[src/design/prmd_pkg.sv]
// shared types, codes and dither matrices for the palette remap block
`default_nettype none

package prmd_pkg;

  localparam logic [1:0] KIND_LOAD_SRC = 2'd0;
  localparam logic [1:0] KIND_LOAD_TGT = 2'd1;
  localparam logic [1:0] KIND_BUILD    = 2'd2;
  localparam logic [1:0] KIND_PIXEL    = 2'd3;

  localparam logic [2:0] MODE_NEAREST  = 3'd0;
  localparam logic [2:0] MODE_CHECKER  = 3'd1;
  localparam logic [2:0] MODE_BAYER4   = 3'd2;
  localparam logic [2:0] MODE_BAYER8   = 3'd3;
  localparam logic [2:0] MODE_KEEP     = 3'd7;

  localparam logic [1:0] REG_DEPTH     = 2'd0;
  localparam logic [1:0] REG_MODE      = 2'd1;

  localparam int DIST_W = 27;
  localparam logic [DIST_W-1:0] DIST_INIT = 27'd99999999;
  localparam int NUM_W = DIST_W + 7;

  typedef struct packed {
    logic [1:0]  kind;
    logic [7:0]  entry_index;
    logic [31:0] color_word;
    logic [7:0]  pixel_index;
    logic [2:0]  col_phase;
    logic [2:0]  row_phase;
  } in_item_t;

  typedef struct packed {
    logic [7:0] pixel_out;
    logic       is_build_done;
  } out_item_t;

  typedef enum logic [3:0] {
    ST_IDLE,
    ST_PIX_RD,
    ST_B_SRC,
    ST_B_TGT,
    ST_B_DIFF,
    ST_B_SQ,
    ST_B_CMP,
    ST_B_FIN,
    ST_B_LOG,
    ST_B_DIV,
    ST_B_WR,
    ST_DONE
  } state_t;

  function automatic logic [3:0] bayer4(input logic [3:0] idx);
    logic [3:0] v;
    case (idx)
      4'd0: v = 4'd0;    4'd1: v = 4'd8;    4'd2: v = 4'd2;    4'd3: v = 4'd10;
      4'd4: v = 4'd12;   4'd5: v = 4'd4;    4'd6: v = 4'd14;   4'd7: v = 4'd6;
      4'd8: v = 4'd3;    4'd9: v = 4'd11;   4'd10: v = 4'd1;   4'd11: v = 4'd9;
      4'd12: v = 4'd15;  4'd13: v = 4'd7;   4'd14: v = 4'd13;  default: v = 4'd5;
    endcase
    return v;
  endfunction

  localparam logic [5:0] BAYER8_TAB [64] = '{
    6'd0, 6'd32, 6'd8, 6'd40, 6'd2, 6'd34, 6'd10, 6'd42,
    6'd48, 6'd16, 6'd56, 6'd24, 6'd50, 6'd18, 6'd58, 6'd26,
    6'd12, 6'd44, 6'd4, 6'd36, 6'd14, 6'd46, 6'd6, 6'd38,
    6'd60, 6'd28, 6'd52, 6'd20, 6'd62, 6'd30, 6'd54, 6'd22,
    6'd3, 6'd35, 6'd11, 6'd43, 6'd1, 6'd33, 6'd9, 6'd41,
    6'd51, 6'd19, 6'd59, 6'd27, 6'd49, 6'd17, 6'd57, 6'd25,
    6'd15, 6'd47, 6'd7, 6'd39, 6'd13, 6'd45, 6'd5, 6'd37,
    6'd63, 6'd31, 6'd55, 6'd23, 6'd61, 6'd29, 6'd53, 6'd21
  };

endpackage

`default_nettype wire

[src/design/prmd_div.sv]
// iterative restoring divider, one quotient bit per cycle
`default_nettype none

module prmd_div
  import prmd_pkg::*;
#(
  parameter int W = NUM_W
) (
  input  wire logic              clk,
  input  wire logic              rst,
  input  wire logic              start,
  input  wire logic [W-1:0]      num,
  input  wire logic [DIST_W-1:0] den,
  output logic                   done,
  output logic [W-1:0]           quot
);

  localparam int CNT_W = $clog2(W + 1);

  logic [W:0]       rem;
  logic [W-1:0]     den_q;
  logic [CNT_W-1:0] cnt;
  logic             busy;
  logic [W:0]       trial;

  assign trial = {rem[W-1:0], quot[W-1]};

  always_ff @(posedge clk) begin
    if (rst) begin
      busy <= 1'b0;
      done <= 1'b0;
      cnt  <= '0;
    end else begin
      done <= 1'b0;
      if (start) begin
        busy  <= 1'b1;
        cnt   <= CNT_W'(W);
        rem   <= '0;
        quot  <= num;
        den_q <= W'(den);
      end else if (busy) begin
        if (trial >= {1'b0, den_q}) begin
          rem  <= trial - {1'b0, den_q};
          quot <= {quot[W-2:0], 1'b1};
        end else begin
          rem  <= trial;
          quot <= {quot[W-2:0], 1'b0};
        end
        cnt <= cnt - 1'b1;
        if (cnt == CNT_W'(1)) begin
          busy <= 1'b0;
          done <= 1'b1;
        end
      end
    end
  end

endmodule

`default_nettype wire

[config.mk]
export PLATFORM = sky130hd
export DESIGN_NAME = prmd_div
export DESIGN_NICKNAME = d
export VERILOG_FILES = /design/src/design/prmd_pkg.sv /design/src/design/prmd_div.sv
export SDC_FILE = /design/constraint.sdc
export NUM_CORES = 1
export LEC_CHECK = 0
export ABC_AREA = 1
export BUFFER_PORTS_ARGS = -buffer_cell sky130_fd_sc_hd__buf_2
export CAP_MARGIN = 20
export CORE_MARGIN = 4
export CORE_UTILIZATION = 58
export CTS_BUF_LIST = sky130_fd_sc_hd__clkbuf_16
export DETAILED_ROUTE_END_ITERATION = 7
export PLACE_DENSITY = 0.85
export SETUP_SLACK_MARGIN = 0.3
export SLEW_MARGIN = 10
export SYNTH_ARGS = -nofsm -noshare
export SYNTH_HDL_FRONTEND = slang
export SYNTH_SLANG_ARGS = --single-unit
export TNS_END_PERCENT = 10
[constraint.sdc]
create_clock -name clk -period 5.6 [get_ports clk]
set_clock_uncertainty 0.1 [all_clocks]
set_input_delay 1.12 -clock clk [delete_from_list [all_inputs] [get_ports clk]]
set_output_delay 1.12 -clock clk [all_outputs]
set_load 0.005 [all_outputs]
==> metrics.md <==
| Metric | Value |
|---|---|
| Outcome | `finished, final reports clean` |
| Static leakage | `3.86 nW` |
| Warnings, synthesis | `0` |
| CP Capture Point | `quot[15]$_DFFE_PP_` |
| Worst Setup Start Kind | `input pin` |
| Hold buffer count at CTS | `0` |
| R2R Setup Slk | `2540 ps` |
| R2r startpoint | `rem[21]$_SDFFCE_PP0P_` |
| Final setup margin | `between 2000 and 2500 ps` |
| Seq cells post-synth | `103` |
| Placed Cells incl. Taps | `around 1100` |
| Placement Setup Slack | `2120 ps` |
| Fin. max-slew vios | `0` |
| CP arrival | `about 3000 ps` |
| Power density over the cells | `between 200 and 300 nW/um^2` |
| Syn_nets | `roughly 1000` |
| RSZ-0062 raised after global routing | `no` |
| Routed Antenna Nets | `0` |
| EDFF count, synth | `95` |
| Final hold viol count | `0` |
| Worst-Skew Late Latency | `between 300 and 400 ps` |
| GRT Total Usage | `0.257` |
| Maximum vdd drop | `~0.24 mV` |
| Std-Cell Rows | `39` |
| First-pass DRT Iterations | `5` |
| Post-Synthesis Cells | `909` |
| Max stage delay on crit path | `630 ps` |
| WL final | `about 17000 um` |
| Root buf cell | `clkbuf_16` |
| Hold Crit Class | `register to register` |
| Ant diodes | `0` |
| First-pass GRT wire length | `approximately 27000 um` |
| Die H | `116 um` |
| Die width | `116 um` |
| Reg2Reg Capture Point | `quot[0]$_DFFE_PP_` |
| Gpl congestion | `1.02` |
| Slew headroom | `0.548` |
| FF-to-FF path depth | `12` |
| Post-DP HPWL | `12500 um` |
| Number of buffers inserted by post-CTS setup repair | `0` |
| Drt first-iter violations | `around 460` |
| Mapped Area | `6780 um^2` |
| Routed WL per cell | `14.5 um` |
| Yosys top cell area share | `0.421` |
| Number of library cell types mapped by synthesis | `37` |
| Reg clk slew, reported paths | `70 ps` |
| CP Class | `input pin to register` |
| CTS Buf Count | `9` |
| CP bufs+invs | `3` |
| CP endpoint kind | `register` |
| CP Depth | `5` |
| Max H-tree Level | `3` |
| Largest cells by area after synthesis | `edfxtp_1, nand2_1, inv_1` |
| Clock Path Buffers | `2` |
| Slew @ Worst Pin | `678 ps` |
| Initial antenna violation count | `0` |
| Total grt overflow | `0` |
| Endpoints failing setup | `0` |
| Finished Cell Area | `7680 um^2` |
| Final Hold Slack | `438 ps` |
| Most used flip-flop cell after synthesis | `edfxtp_1` |
| Final min period | `a little over 3000 ps` |
| Crit-path slowest cell | `buf_4` |
| CTS tree | `built` |
| Area of the die | `about 13000 um^2` |
| DRC violations left | `0` |
| IO buf count | `98` |
| Crit share post-route | `0.556` |
| Largest net degree at the start of global routing | `53` |
| Vias | `6034` |
| Finished Layout Cells | `1152` |
| Fmax | `321 MHz` |
| Worst setup path startpoint | `start` |
| Initial Util | `0.593` |
| # IOs | `99` |
| CP delay by family, top | `buffers and inverters` |
| Area after DPL | `7380 um^2` |
| CTS sink cnt | `103` |
| Critical path cell sequence | `buf_2 -> buf_4 -> nor2_1 -> nor2_4 -> buf_4` |
| Top cells by count, synth | `nand2_1, inv_1, nor2_1, edfxtp_1, nand3_1` |
| Setup TNS | `0 ps` |
| Share of cells above drive strength 1 | `0.160` |
| Max_cap viols | `0` |
| Register area share after synthesis | `0.445` |
| Crit path top cell by count | `buf_4` |
| Hold depth | `2` |
| Cts repair resizes | `0` |
| Area leader, netlist | `edfxtp_1` |
| Asr flop ratio synth | `0` |
| Area Growth Syn to Fin | `13.4%` |
| Critical path fanouts, max | `52` |
| Number of global-route vias before repair | `~5900` |
| Worst EP required | `5490 ps` |
| DR vias/cell | `approximately 5.2` |
| Syn avg cell area | `7.45 um^2` |
| Top-count cell post-synth | `nand2_1` |
| Core ar. | `11400 um^2` |
| Final #Nets | `1098` |
[worst min-delay path by stage]
stage	start	to
floorplan	cnt[0]$_SDFFE_PP0P_	cnt[0]$_SDFFE_PP0P_
global placement	cnt[0]$_SDFFE_PP0P_	cnt[0]$_SDFFE_PP0P_
detailed placement	cnt[0]$_SDFFE_PP0P_	cnt[0]$_SDFFE_PP0P_
CTS	cnt[0]$_SDFFE_PP0P_	cnt[0]$_SDFFE_PP0P_
global route	cnt[0]$_SDFFE_PP0P_	cnt[0]$_SDFFE_PP0P_
finish	quot[7]$_DFFE_PP_	quot[8]$_DFFE_PP_
[per-stage QoR]
stage / total power, mW / utilization
6_report: 2.16 / 0.673
5_1_grt: 2.28 / 0.673
4_1_cts: 2.17 / 0.673
3_5_place_dp: 1.52 / 0.647
3_3_place_gp: 1.50 / 0.647
2_1_floorplan: 1.37 / -
[worst register-to-register path: cells and delay by family, from the launching register on]
family / cells / cell delay [ps]
flops: 1 / 410
buf+inv: 2 / 800
fa+ha+maj: 1 / 400
compound gates: 2 / 350
simple gates: 7 / 740
[kinds of logic after synthesis]
kind of cell	after synthesis	synth area share
AOI/OAI and AO/OA	58	0.0476
adders and majority gates	30	0.0565
DFF	103	0.445
and+or+nand+nor	533	0.331
xor gates and xnor gates	17	0.0220
buffers and inverters	168	0.0982
[cells in the final DEF, fill, tap and decap left out, types with 9 or more instances in the layout]
master     synthesis  routed
a21oi_1           29      29
o21ai_0           16      16
clkbuf_16          0       9
xor2_1            15      15
inv_1            144     145
ha_1              29      29
nand3_1           60      60
nor2_2            23      24
nand2_1          316     316
buf_2              2      98
nor2_1           101      99
edfxtp_1          95      95
nand4_1           10      10
[power breakdown]
part / leakage, nW / switching [mW] / internal (mW)
logic: 2.74 / 0.364 / 0.204
registers: 0.979 / 0.0311 / 0.918
clock network: 0.150 / 0.295 / 0.350
[state kept, by name, indices dropped and copies added (netlist names)]
register / flops
quot: 34
rem: 34
den_q: 27
cnt: 6
busy: 1
done: 1
[final cells by class]
cell class                 count  area [um^2]
inverter                     150          566
sequential                   103         3010
fill                         962         3740
tap                          143          179
multi-input combinational    638         3110
clock inverter                 7         72.6
clock buffer                   9          225
timing repair buffer         102          520
[layer usage]
layer / routed length (um) / part of all wire / track usage
met2: 7820 / 0.47 / 0.443
met4: 533 / 0.032 / 0.0897
met3: 1400 / 0.084 / 0.0621
met5: 0 / 0 / 0
met1: 6920 / 0.42 / 0.316
(Power assumes the default switching activity.)
